===== config.mk =====
export PLATFORM = sky130hd
export DESIGN_NAME = linear_probing_hash_table_flat
export DESIGN_NICKNAME = d
export VERILOG_FILES = /design/src/lpht_pkg.sv /design/src/lpht_if.sv /design/src/lpht_mod_unit.sv /design/src/lpht_slot_mem.sv /design/src/linear_probing_hash_table.sv /design/src/flat_wrapper.sv
export VERILOG_INCLUDE_DIRS = /design/src /design/src/src
export SDC_FILE = /design/constraint.sdc
export NUM_CORES = 1
export LEC_CHECK = 0
export ABC_AREA = 1
export BUFFER_PORTS_ARGS = -buffer_cell sky130_fd_sc_hd__buf_2
export CAP_MARGIN = 0
export CORE_UTILIZATION = 35
export DETAILED_ROUTE_END_ITERATION = 7
export PLACE_DENSITY = 0.53
export SLEW_MARGIN = 20
export SYNTH_ARGS = -nofsm -noshare
export SYNTH_HDL_FRONTEND = slang
export SYNTH_SLANG_ARGS = --single-unit
export TNS_END_PERCENT = 5

===== constraint.sdc =====
create_clock -name clock -period 6.8 [get_ports clock]
set_input_delay 0.68 -clock clock [delete_from_list [all_inputs] [get_ports clock]]
set_output_delay 0.68 -clock clock [all_outputs]
set_load 0.01 [all_outputs]

===== src/linear_probing_hash_table_defines.svh =====
// assertion macros for the hash table block
// used by the top level only, no other dependencies
`ifndef LINEAR_PROBING_HASH_TABLE_DEFINES_SVH
`define LINEAR_PROBING_HASH_TABLE_DEFINES_SVH

// same-cycle implication, checked on every rising clock edge outside reset
`define LPHT_ASSERT_SAME(label, clk, rst, ante, cons) \
   label: assert property (@(posedge clk) disable iff (rst) (ante) |-> (cons)) \
      else $error("lpht assertion failed");

// next-cycle implication, checked on every rising clock edge outside reset
`define LPHT_ASSERT_NEXT(label, clk, rst, ante, cons) \
   label: assert property (@(posedge clk) disable iff (rst) (ante) |=> (cons)) \
      else $error("lpht assertion failed");

`endif


===== src/lpht_pkg.sv =====
// shared types and constants for the linear probing hash table
// no dependencies
`timescale 1ns / 1ps
`default_nettype none

package lpht_pkg;

   localparam int KEY_W    = 31;
   localparam int STATUS_W = 2;

   typedef logic [KEY_W-1:0]    key_type;
   typedef logic [STATUS_W-1:0] status_type;

   localparam logic FUNC_INSERT = 1'b0;
   localparam logic FUNC_SEARCH = 1'b1;

   localparam status_type STATUS_INSERTED  = 2'd0;
   localparam status_type STATUS_FULL      = 2'd1;
   localparam status_type STATUS_FOUND     = 2'd2;
   localparam status_type STATUS_NOT_FOUND = 2'd3;

   // one table slot as stored in the memory
   typedef struct packed {
      logic    used;
      key_type key;
   } slot_type;

endpackage

`default_nettype wire


===== src/lpht_if.sv =====
// valid/ready channel interfaces for request and response beats
// depends on lpht_pkg
`timescale 1ns / 1ps
`default_nettype none

interface lpht_req_if;
   logic              valid;
   logic              ready;
   logic              func;
   lpht_pkg::key_type key;

   modport source (output valid, output func, output key, input ready);
   modport sink   (input valid, input func, input key, output ready);
endinterface

interface lpht_rsp_if;
   logic                 valid;
   logic                 ready;
   lpht_pkg::status_type status;

   modport source (output valid, output status, input ready);
   modport sink   (input valid, input status, output ready);
endinterface

`default_nettype wire


===== src/lpht_mod_unit.sv =====
// remainder unit: key modulo TABLE_SIZE by reciprocal multiplication on one shared multiplier
// depends on lpht_pkg
`timescale 1ns / 1ps
`default_nettype none

module lpht_mod_unit #(
   parameter int TABLE_SIZE = 16
) (
   input  wire logic                          clock,
   input  wire logic                          reset,
   input  wire logic                          start,
   input  wire lpht_pkg::key_type             key,
   output      logic                          busy,
   output      logic                          done,
   output      logic [$clog2(TABLE_SIZE)-1:0] rem
);

   localparam int IDX_W = $clog2(TABLE_SIZE);
   localparam int SHIFT = lpht_pkg::KEY_W + IDX_W;
   // ceil(2^SHIFT / TABLE_SIZE) gives an exact quotient for every 31-bit key
   localparam logic [63:0] NUMER_C = 64'd1 << SHIFT;
   localparam logic [31:0] RECIP_C =
      32'((NUMER_C + 64'(TABLE_SIZE) - 64'd1) / 64'(TABLE_SIZE));
   localparam logic [31:0] SIZE_C  = 32'(TABLE_SIZE);

   localparam logic [1:0] STEP_SCALE = 2'd0;
   localparam logic [1:0] STEP_BACK  = 2'd1;
   localparam logic [1:0] STEP_SUB   = 2'd2;

   logic                 busy_ff, busy_in;
   logic                 done_ff, done_in;
   logic [1:0]           step_ff, step_in;
   lpht_pkg::key_type    key_ff, key_in;
   logic [63:0]          prod_ff, prod_in;
   logic [IDX_W-1:0]     rem_ff, rem_in;
   lpht_pkg::key_type    quo;
   lpht_pkg::key_type    diff;
   lpht_pkg::key_type    mul_a;
   logic [31:0]          mul_b;
   logic [63:0]          mul_p;

   always_comb begin
      busy_in = busy_ff;
      done_in = 1'b0;
      step_in = step_ff;
      key_in  = key_ff;
      prod_in = prod_ff;
      rem_in  = rem_ff;
      quo     = lpht_pkg::key_type'(prod_ff >> SHIFT);
      diff    = key_ff - lpht_pkg::key_type'(prod_ff);
      // one multiplier: key times reciprocal, then quotient times table size
      if (step_ff == STEP_SCALE) begin
         mul_a = key_ff;
         mul_b = RECIP_C;
      end else begin
         mul_a = quo;
         mul_b = SIZE_C;
      end
      mul_p = 64'(mul_a) * 64'(mul_b);
      if (start) begin
         busy_in = 1'b1;
         step_in = STEP_SCALE;
         key_in  = key;
      end else if (busy_ff) begin
         case (step_ff)
            STEP_SCALE: begin
               prod_in = mul_p;
               step_in = STEP_BACK;
            end
            STEP_BACK: begin
               prod_in = mul_p;
               step_in = STEP_SUB;
            end
            STEP_SUB: begin
               rem_in  = IDX_W'(diff);
               busy_in = 1'b0;
               done_in = 1'b1;
            end
            default: begin
               busy_in = 1'b0;
            end
         endcase
      end
   end

   always_ff @(posedge clock) begin
      if (reset) begin
         busy_ff <= 1'b0;
         done_ff <= 1'b0;
      end else begin
         busy_ff <= busy_in;
         done_ff <= done_in;
      end
   end

   always_ff @(posedge clock) begin
      step_ff <= step_in;
      key_ff  <= key_in;
      prod_ff <= prod_in;
      rem_ff  <= rem_in;
   end

   assign busy = busy_ff;
   assign done = done_ff;
   assign rem  = rem_ff;

endmodule

`default_nettype wire


===== src/lpht_slot_mem.sv =====
// slot memory: one write port, one read port with registered read data
// depends on lpht_pkg
`timescale 1ns / 1ps
`default_nettype none

module lpht_slot_mem #(
   parameter int TABLE_SIZE = 16
) (
   input  wire logic                          clock,
   input  wire logic                          wr_en,
   input  wire logic [$clog2(TABLE_SIZE)-1:0] wr_addr,
   input  wire lpht_pkg::slot_type            wr_data,
   input  wire logic [$clog2(TABLE_SIZE)-1:0] rd_addr,
   output      lpht_pkg::slot_type            rd_data
);

   lpht_pkg::slot_type mem [TABLE_SIZE];
   lpht_pkg::slot_type rd_data_ff;

   always_ff @(posedge clock) begin
      if (wr_en) begin
         mem[wr_addr] <= wr_data;
      end
   end

   always_ff @(posedge clock) begin
      rd_data_ff <= mem[rd_addr];
   end

   assign rd_data = rd_data_ff;

endmodule

`default_nettype wire


===== src/linear_probing_hash_table.sv =====
// Linear probing hash table of TABLE_SIZE slots. Each request beat is an insert
// (func 0) or a search (func 1) of a 31-bit key; each gives exactly one response
// beat with its status. After reset the block sweeps the slot memory, one slot a
// cycle, and accepts no request until the sweep is done. One request is worked at
// a time: the home slot comes from a remainder unit that runs a reciprocal
// multiply and a multiply-back on one shared multiplier, then the probe reads one
// slot per cycle from the single read port of the slot memory, whose read data is
// registered. A request looks at k slots (1 <= k <= TABLE_SIZE) before its status
// is known. The next request is taken only after the current response has been
// registered, and an earlier response still held by back-pressure delays that.
// depends on lpht_pkg, lpht_if, lpht_mod_unit, lpht_slot_mem and the defines header
`timescale 1ns / 1ps
`default_nettype none
`include "linear_probing_hash_table_defines.svh"

module linear_probing_hash_table #(
   parameter int TABLE_SIZE = 16
) (
   input wire logic   clock,
   input wire logic   reset,
   lpht_req_if.sink   req_ch,
   lpht_rsp_if.source rsp_ch
);

   localparam int IDX_W = $clog2(TABLE_SIZE);
   localparam logic [IDX_W-1:0] LAST_IDX = IDX_W'(TABLE_SIZE - 1);

   localparam logic [2:0] ST_CLEAR = 3'd0;
   localparam logic [2:0] ST_IDLE  = 3'd1;
   localparam logic [2:0] ST_MOD   = 3'd2;
   localparam logic [2:0] ST_PROBE = 3'd3;
   localparam logic [2:0] ST_DONE  = 3'd4;

   logic [2:0]            state_ff, state_in;
   logic [IDX_W-1:0]      pos_ff, pos_in;
   logic [IDX_W-1:0]      chk_pos_ff, chk_pos_in;
   logic                  chk_vld_ff, chk_vld_in;
   logic [IDX_W-1:0]      probe_cnt_ff, probe_cnt_in;
   logic                  func_ff, func_in;
   lpht_pkg::key_type     key_ff, key_in;
   lpht_pkg::status_type  status_ff, status_in;
   logic                  rsp_valid_ff, rsp_valid_in;
   lpht_pkg::status_type  rsp_status_ff, rsp_status_in;

   logic                  req_beat;
   logic                  mod_busy;
   logic                  mod_done;
   logic [IDX_W-1:0]      mod_rem;
   logic                  mem_wr_en;
   logic [IDX_W-1:0]      mem_wr_addr;
   lpht_pkg::slot_type    mem_wr_data;
   lpht_pkg::slot_type    mem_rd_data;
   logic [IDX_W-1:0]      pos_next;

   assign req_ch.ready  = (state_ff == ST_IDLE);
   assign req_beat      = req_ch.valid && req_ch.ready;
   assign rsp_ch.valid  = rsp_valid_ff;
   assign rsp_ch.status = rsp_status_ff;
   assign pos_next      = (pos_ff == LAST_IDX) ? '0 : pos_ff + 1'b1;

   lpht_mod_unit #(
      .TABLE_SIZE (TABLE_SIZE)
   ) u_mod (
      .clock (clock),
      .reset (reset),
      .start (req_beat),
      .key   (req_ch.key),
      .busy  (mod_busy),
      .done  (mod_done),
      .rem   (mod_rem)
   );

   lpht_slot_mem #(
      .TABLE_SIZE (TABLE_SIZE)
   ) u_mem (
      .clock   (clock),
      .wr_en   (mem_wr_en),
      .wr_addr (mem_wr_addr),
      .wr_data (mem_wr_data),
      .rd_addr (pos_ff),
      .rd_data (mem_rd_data)
   );

   always_comb begin
      state_in      = state_ff;
      pos_in        = pos_ff;
      chk_pos_in    = chk_pos_ff;
      chk_vld_in    = 1'b0;
      probe_cnt_in  = probe_cnt_ff;
      func_in       = func_ff;
      key_in        = key_ff;
      status_in     = status_ff;
      rsp_valid_in  = rsp_valid_ff && !rsp_ch.ready;
      rsp_status_in = rsp_status_ff;
      mem_wr_en     = 1'b0;
      mem_wr_addr   = pos_ff;
      mem_wr_data   = '0;

      case (state_ff)
         ST_CLEAR: begin
            mem_wr_en = 1'b1;
            pos_in    = pos_next;
            if (pos_ff == LAST_IDX) begin
               state_in = ST_IDLE;
            end
         end
         ST_IDLE: begin
            if (req_beat) begin
               func_in  = req_ch.func;
               key_in   = req_ch.key;
               state_in = ST_MOD;
            end
         end
         ST_MOD: begin
            if (mod_done) begin
               pos_in       = mod_rem;
               probe_cnt_in = '0;
               state_in     = ST_PROBE;
            end
         end
         ST_PROBE: begin
            // a read goes out every cycle; its data comes back in the next cycle
            pos_in     = pos_next;
            chk_pos_in = pos_ff;
            chk_vld_in = 1'b1;
            if (chk_vld_ff) begin
               if (!mem_rd_data.used) begin
                  if (func_ff == lpht_pkg::FUNC_INSERT) begin
                     mem_wr_en        = 1'b1;
                     mem_wr_addr      = chk_pos_ff;
                     mem_wr_data.used = 1'b1;
                     mem_wr_data.key  = key_ff;
                     status_in        = lpht_pkg::STATUS_INSERTED;
                  end else begin
                     status_in = lpht_pkg::STATUS_NOT_FOUND;
                  end
                  state_in = ST_DONE;
               end else if (func_ff == lpht_pkg::FUNC_SEARCH
                            && mem_rd_data.key == key_ff) begin
                  status_in = lpht_pkg::STATUS_FOUND;
                  state_in  = ST_DONE;
               end else if (probe_cnt_ff == LAST_IDX) begin
                  // every slot looked at and occupied
                  status_in = (func_ff == lpht_pkg::FUNC_INSERT)
                              ? lpht_pkg::STATUS_FULL : lpht_pkg::STATUS_NOT_FOUND;
                  state_in  = ST_DONE;
               end else begin
                  probe_cnt_in = probe_cnt_ff + 1'b1;
               end
            end
         end
         ST_DONE: begin
            if (!rsp_valid_ff || rsp_ch.ready) begin
               rsp_valid_in  = 1'b1;
               rsp_status_in = status_ff;
               state_in      = ST_IDLE;
            end
         end
         default: begin
            state_in = ST_IDLE;
         end
      endcase
   end

   always_ff @(posedge clock) begin
      if (reset) begin
         state_ff     <= ST_CLEAR;
         pos_ff       <= '0;
         chk_vld_ff   <= 1'b0;
         rsp_valid_ff <= 1'b0;
      end else begin
         state_ff     <= state_in;
         pos_ff       <= pos_in;
         chk_vld_ff   <= chk_vld_in;
         rsp_valid_ff <= rsp_valid_in;
      end
   end

   always_ff @(posedge clock) begin
      chk_pos_ff    <= chk_pos_in;
      probe_cnt_ff  <= probe_cnt_in;
      func_ff       <= func_in;
      key_ff        <= key_in;
      status_ff     <= status_in;
      rsp_status_ff <= rsp_status_in;
   end

   `LPHT_ASSERT_NEXT(a_beat_starts_mod, clock, reset, req_beat, mod_busy && state_ff == ST_MOD)
   `LPHT_ASSERT_SAME(a_mod_done_in_mod, clock, reset, mod_done, state_ff == ST_MOD)
   `LPHT_ASSERT_SAME(a_insert_only_empty, clock, reset,
      state_ff == ST_PROBE && mem_wr_en, chk_vld_ff && !mem_rd_data.used)
   `LPHT_ASSERT_SAME(a_rsp_from_done, clock, reset,
      $rose(rsp_valid_ff), $past(state_ff) == ST_DONE)

endmodule

`default_nettype wire


===== src/flat_wrapper.sv =====
// flat-port wrapper written by rule: the top's interface ports become plain ports
module linear_probing_hash_table_flat 
#(
   parameter int TABLE_SIZE = 16
)
  (clock, reset, req_ch_valid, req_ch_func, req_ch_key, req_ch_ready, rsp_ch_valid, rsp_ch_status, rsp_ch_ready);
  lpht_req_if req_ch_i ();
  lpht_rsp_if rsp_ch_i ();
  input wire logic clock;
  input wire logic reset;
  input wire logic [$bits(req_ch_i.valid)-1:0] req_ch_valid;
  input wire logic [$bits(req_ch_i.func)-1:0] req_ch_func;
  input wire logic [$bits(req_ch_i.key)-1:0] req_ch_key;
  output wire logic [$bits(req_ch_i.ready)-1:0] req_ch_ready;
  output wire logic [$bits(rsp_ch_i.valid)-1:0] rsp_ch_valid;
  output wire logic [$bits(rsp_ch_i.status)-1:0] rsp_ch_status;
  input wire logic [$bits(rsp_ch_i.ready)-1:0] rsp_ch_ready;
  assign req_ch_i.valid = req_ch_valid;
  assign req_ch_i.func = req_ch_func;
  assign req_ch_i.key = req_ch_key;
  assign req_ch_ready = req_ch_i.ready;
  assign rsp_ch_valid = rsp_ch_i.valid;
  assign rsp_ch_status = rsp_ch_i.status;
  assign rsp_ch_i.ready = rsp_ch_ready;
  linear_probing_hash_table #(.TABLE_SIZE(TABLE_SIZE)) u_core (.clock(clock), .reset(reset), .req_ch(req_ch_i), .rsp_ch(rsp_ch_i));
endmodule

==> metrics, run 1 <==
EDFF count, synth 560; initial core utilization 35.5%; startpoint types flip-flop; Final Max Slew Viols 0; layout cells sized above 1 11.5%; Reg-to-Reg End u_core.u_mem.mem[6][0]$_DFFE_PP_; cts bufs inserted 68; Clk Tree Root Cell clkbuf_16; CTS Hold Buffers Added 0; CTS tree yes; vias in the first global route 14.3k; largest stage delay on the critical path 0.91 ns; Synth top area share 71.8%; drt total wl 61300 um; maximum vdd drop 220 uV; Post-CTS Setup Inserts 0; worst setup path class reg -> reg; Final Hold Fails 0; first-pass GRT wire length 91800 um; synthesis warning total 0; R2R setup slack 3.43 ns; crit path capture type flip-flop; endpoints failing setup 0; most frequent cell after synthesis edfxtp_1; sequential fraction of the synthesis area 75.6%; Post-Syn Area 0.0234 sq mm; n_diodes 0; min Tclk post-route 3.37 ns; Syn-to-layout area delta 15.7%; post-synthesis async set-or-reset flop share 0%; nets 1925; die area 0.0680 sq mm; IO Pins 40; Core Area 0.0660 sq mm; final setup margin 3.43 ns; Fillers 6085; Row Count 94; unrepaired setup endpoints after global routing false; WL per Instance 21.9 um; antenna-violating nets left 0; CP Data Arrival Time 3.56 ns; RD Place Congestion 0.832; initial DRC count 1524; min-delay worst type in -> reg; placed wire-length estimate 35200 um; CP max stage cell nor2_4; die height 261 um; Data required, critical path 6.99 ns; most frequent CP cell nand2_1; vias 14.6k; static leakage 9.67 nW; grt ovf 0; Synth Instances 1833; Max-cap violations 0; Post-Route Setup TNS 0 ns; initial antenna violation count 1; crit path from u_core.pos_ff[1]$_SDFFE_PP0P_; critical path depth 6; H-tree Lvls 3; pin count of the biggest net entering global routing 194; Synth Net Count 1871; Max clock buf depth 3; Total GRT Usage 18.2%; chip width 261 um; IO Port Bufs 39; buffers plus inverters on the worst setup path 2; Yosys reg bits 605; most area-hungry cell type in the Yosys netlist edfxtp_1; Cell Chain, Critical Path clkinv_2, nand2_1, o21ai_2, inv_2, nand2_1, nor2_4; Main synth FF type edfxtp_1; DRT Pass-1 Iters 8; synth unique cells 35; DP Worst Slack 3.33 ns; Setup Skew 0.0265 ns; PwrDens 398 mW/mm^2; outcome complete, but fails checks; top post-synthesis cells by count edfxtp_1, nor2_1, o21ai_0; cts repair resizes 0; CP delay by family, top simple AND/OR/NAND/NOR gates; Area contributors post-synth edfxtp_1, o21ai_0, nor2_1; slew margin rel. 26.0%; Avg Synthesized Cell Area 12.8 sq um; R2R depth 6; DRC Markers 5; clk_lat worst skew 0.59 ns; FF-to-FF Start u_core.pos_ff[1]$_SDFFE_PP0P_; clk sinks 605; Via density 5.21; failing checks design-rule violations; clock-pin slew on the worst setup and hold paths 0.06 ns; Max Fanout on Critical Path 54; Worst-Margin Slew 1.11 ns; period utilization 49.5%; worst setup path endpoint u_core.u_mem.mem[6][0]$_DFFE_PP_; maximum clock frequency 297 MHz
layout by cell type, fill, tap and decap left out, types with 2 or more instances in the layout:
| cell | n |
|---|---|
| inv_1 | 86 |
| buf_12 | 11 |
| o22ai_1 | 74 |
| buf_16 | 5 |
| xnor2_1 | 7 |
| ha_1 | 2 |
| o21ai_1 | 6 |
| inv_2 | 7 |
| nor2_4 | 19 |
| clkbuf_16 | 71 |
| o211ai_1 | 10 |
| nor3_1 | 5 |
| dfxtp_4 | 2 |
| nand2_1 | 177 |
| o221ai_1 | 54 |
| clkbuf_1 | 19 |
| a31oi_1 | 3 |
| nor2_2 | 4 |
| clkbuf_8 | 8 |
| nor2_1 | 320 |
| o21ai_2 | 2 |
| nand3_1 | 62 |
| nand3_2 | 3 |
| buf_4 | 36 |
| dfxtp_1 | 42 |
| inv_6 | 2 |
| o21ai_0 | 259 |
| xor2_1 | 2 |
| clkinv_2 | 8 |
| buf_2 | 39 |
| edfxtp_1 | 560 |
| a21oi_1 | 8 |
| clkinv_1 | 10 |
logic make-up after synthesis:
group	after synthesis	synth area share, %
compound gates	419	10.4
xor+xnor	9	0.336
fa+ha+maj	2	0.107
buf+inv	203	3.43
flops	605	75.6
simple gates	595	10.1
worst register-to-register path, cell delays in order (launching register included):
cell and delay, ns:
dfxtp_4 0.58, clkinv_2 0.76, nand2_1 0.31, o21ai_2 0.11, inv_2 0.07, nand2_1 0.24, nor2_4 0.92
metal layers:
| layer | wire [um] | global-route usage, % |
|---|---|---|
| met5 | 0 | 0 |
| met4 | 1210 | 5.39 |
| met3 | 4100 | 2.84 |
| met2 | 27900 | 28.3 |
| met1 | 28000 | 26.3 |
state kept, by name, indices dropped and copies added (netlist names):
signal,flops
u_core.u_mod.busy,1
u_core.key_ff,29
u_core.rsp_ch.status,2
u_core.state_ff,3
u_core.func_ff,1
u_core.chk_pos_ff,4
u_core.u_mod.key_ff,2
u_core.rsp_ch.valid,1
u_core.probe_cnt_ff,4
u_core.u_mod.done,1
u_core.status_ff,2
u_core.u_mem.mem,512
u_core.u_mod.rem,4
u_core.u_mem.rd_data,32
u_core.u_mod.step_ff,2
u_core.chk_vld_ff,1
u_core.pos_ff,4
stage by stage:
stage / total power, mW / cells / hold WS, ns / utilization, % / cell area [sq um]
after floorplan: 6.50 / 1833 / 0.400 / - / 23400
after global placement: 7.35 / 2665 / 0.438 / 37.4 / 24700
after CTS: 10.8 / 2790 / 0.225 / 40.8 / 26900
after detailed placement: 7.42 / 2673 / 0.438 / 37.7 / 24900
final: 10.8 / 2798 / 0.261 / 41.1 / 27100
after global routing: 11.3 / 2798 / 0.245 / 41.1 / 27100
cell type report:
cell class	instances	area (sq um)	share of cell area, %
clock buffers	98	1960	7.22
well taps	864	1080	3.99
flip-flops and latches	605	17700	65.4
clock inverters	19	93.8	0.346
repair buffers	91	823	3.04
inverters	96	367	1.35
multi-input cells	1025	5060	18.7
worst min-delay path by stage:
stage                                       start                           endpoint  slack, ns  cells after the start
floorplan           u_core.status_ff[0]$_DFFE_PP_  u_core.rsp_ch.status[0]$_DFFE_PP_       0.40                      0
global placement    u_core.status_ff[1]$_DFFE_PP_  u_core.rsp_ch.status[1]$_DFFE_PP_       0.44                      0
detailed placement  u_core.status_ff[1]$_DFFE_PP_  u_core.rsp_ch.status[1]$_DFFE_PP_       0.44                      0
CTS                                req_ch_key[28]        u_core.key_ff[28]$_DFFE_PP_       0.22                      1
global route                       req_ch_key[13]        u_core.key_ff[13]$_DFFE_PP_       0.24                      1
finish                             req_ch_key[22]        u_core.key_ff[22]$_DFFE_PP_       0.26                      1
where the power goes:
| group | leakage, nW | total [mW] | switching, mW | internal (mW) |
|---|---|---|---|---|
| registers | 5.87 | 4.77 | 0.224 | 4.54 |
| clock network | 1.01 | 3.41 | 1.42 | 1.99 |
| logic | 2.80 | 2.60 | 1.85 | 0.755 |
Note: power is estimated with default switching activity, not from simulation.
==> run 2, diff against run 1 <==
- clock period: 6.8 -> 3.3 ns (I/O delays scaled with it)
==> metrics, run 2 (synthesized netlist as in run 1, its figures left out) <==
outcome complete, but fails checks; failing checks design-rule violations; nets 1975; grt ovf 0; RD Place Congestion 0.801; pin count of the biggest net entering global routing 181; Via density 5.17; startpoint types flip-flop; period utilization 83.2%; clk sinks 605; CTS Hold Buffers Added 32; drt total wl 61300 um; Syn-to-layout area delta 17.4%; Core Area 0.0660 sq mm; initial antenna violation count 0; antenna-violating nets left 0; final setup margin 0.556 ns; crit path capture type flip-flop; DP Worst Slack 0.537 ns; die height 261 um; Max Fanout on Critical Path 32; Row Count 94; static leakage 9.93 nW; R2R depth 11; H-tree Lvls 3; Data required, critical path 3.53 ns; vias in the first global route 14.2k; Final Non-Filler Cells 2854; Cells after DPL 2700; Setup Skew 0.0335 ns; IO Port Bufs 39; cts repair resizes 0; Worst-Margin Slew 0.802 ns; final non-filler cell area 0.0275 sq mm; maximum clock frequency 364 MHz; min Tclk post-route 2.74 ns; Final Max Slew Viols 0; clk_lat worst skew 0.61 ns; PwrDens 822 mW/mm^2; cts bufs inserted 67; WL per Instance 21.5 um; vias 14.8k; die area 0.0680 sq mm; slew margin rel. 46.4%; hold_ws 0.0450 ns; endpoints failing setup 0; Max-cap violations 0; Placed Area 0.0250 sq mm; initial core utilization 35.5%; initial DRC count 1345; hold path cells 2; Final Hold Fails 0; n_diodes 0; CTS tree yes; Post-CTS Setup Inserts 0; IO Pins 40; layout cells sized above 1 12.3%; CP Data Arrival Time 2.97 ns; DRC Markers 5; chip width 261 um; min-delay worst type in -> reg; clock-pin slew on the worst setup and hold paths 0.06 ns; Max clock buf depth 3; DRT Pass-1 Iters 7; commonest non-fill, non-tap cell in the layout edfxtp_1; Clk Tree Root Cell clkbuf_16; unrepaired setup endpoints after global routing false; worst setup path class reg -> reg; Total GRT Usage 18.1%; maximum vdd drop 466 uV; Post-Route Setup TNS 0 ns; commonest cells after routing, fill and taps aside edfxtp_1, nor2_1, o21ai_0; first-pass GRT wire length 91100 um; Biggest register u_core.u_mem.mem; placed wire-length estimate 35700 um; Fillers 6040; max reg flops 512
## run 2: cell types whose count changed in the layout (fill, tap and decap cells not counted), sizes merged
cell | previous run | this run
dlygate4sd3 | 0 | 32
buf | 91 | 110
clkbuf | 98 | 87
clkinv | 19 | 27
bufinv | 0 | 5
inv | 95 | 98
## run 2: final timing paths
check,start,to,slack [ns]
worst max-delay path,u_core.state_ff[0]$_SDFFE_PP0P_,u_core.u_mem.mem[7][30]$_DFFE_PP_,0.56
worst min-delay path,reset,u_core.rsp_ch.valid$_SDFF_PP0_,0.05
worst max register to register,u_core.state_ff[0]$_SDFFE_PP0P_,u_core.u_mem.mem[7][30]$_DFFE_PP_,0.56
worst min register to register,u_core.status_ff[1]$_DFFE_PP_,u_core.rsp_ch.status[1]$_DFFE_PP_,0.46
## run 2: layout make-up
cell class                 count  area [sq um]  area share, %
sequential                   605         17700           64.4
multi-input combinational   1025          5050           18.3
clock buffer                  87          1830           6.67
timing repair buffer         142          1120           4.08
tap                          864          1080           3.93
inverter                      96           367           1.33
clock inverter                35           328           1.19
## run 2: power by group
part           switching, mW  leakage (nW)  internal [mW]
combinational           4.00          2.99           1.58
sequential             0.338          5.87           9.36
clock                   3.01          1.06           4.33
total                   7.35          9.93           15.3
## run 2: per-layer routing
layer,global-route usage [%],up-vias,part of all wire [%]
met5,0,-,0
li1,-,6857,-
met3,3.37,80,6.8
met1,26.5,7371,47
met4,6.08,0,2.4
met2,27.0,443,44
## run 2: worst max-delay path, cell delays in order, from the launching register on
cell and delay (ns):
dfxtp_1 0.37, inv_2 0.07, nor2_4 0.11, inv_2 0.07
nor2_8 0.16, nand3_2 0.25, nand2_1 0.13, o21ai_1 0.12
inv_1 0.11, nand3_1 0.32, nor2_4 0.17, buf_4 0.47
## run 2: per-stage QoR
| step | total power, mW | utilization [%] |
|---|---|---|
| 2_1_floorplan | 13.4 | - |
| 6_report | 22.6 | 41.7 |
| 4_1_cts | 22.8 | 41.7 |
| 3_5_place_dp | 15.4 | 37.9 |
| 5_1_grt | 23.8 | 41.7 |
| 3_3_place_gp | 15.4 | 37.9 |
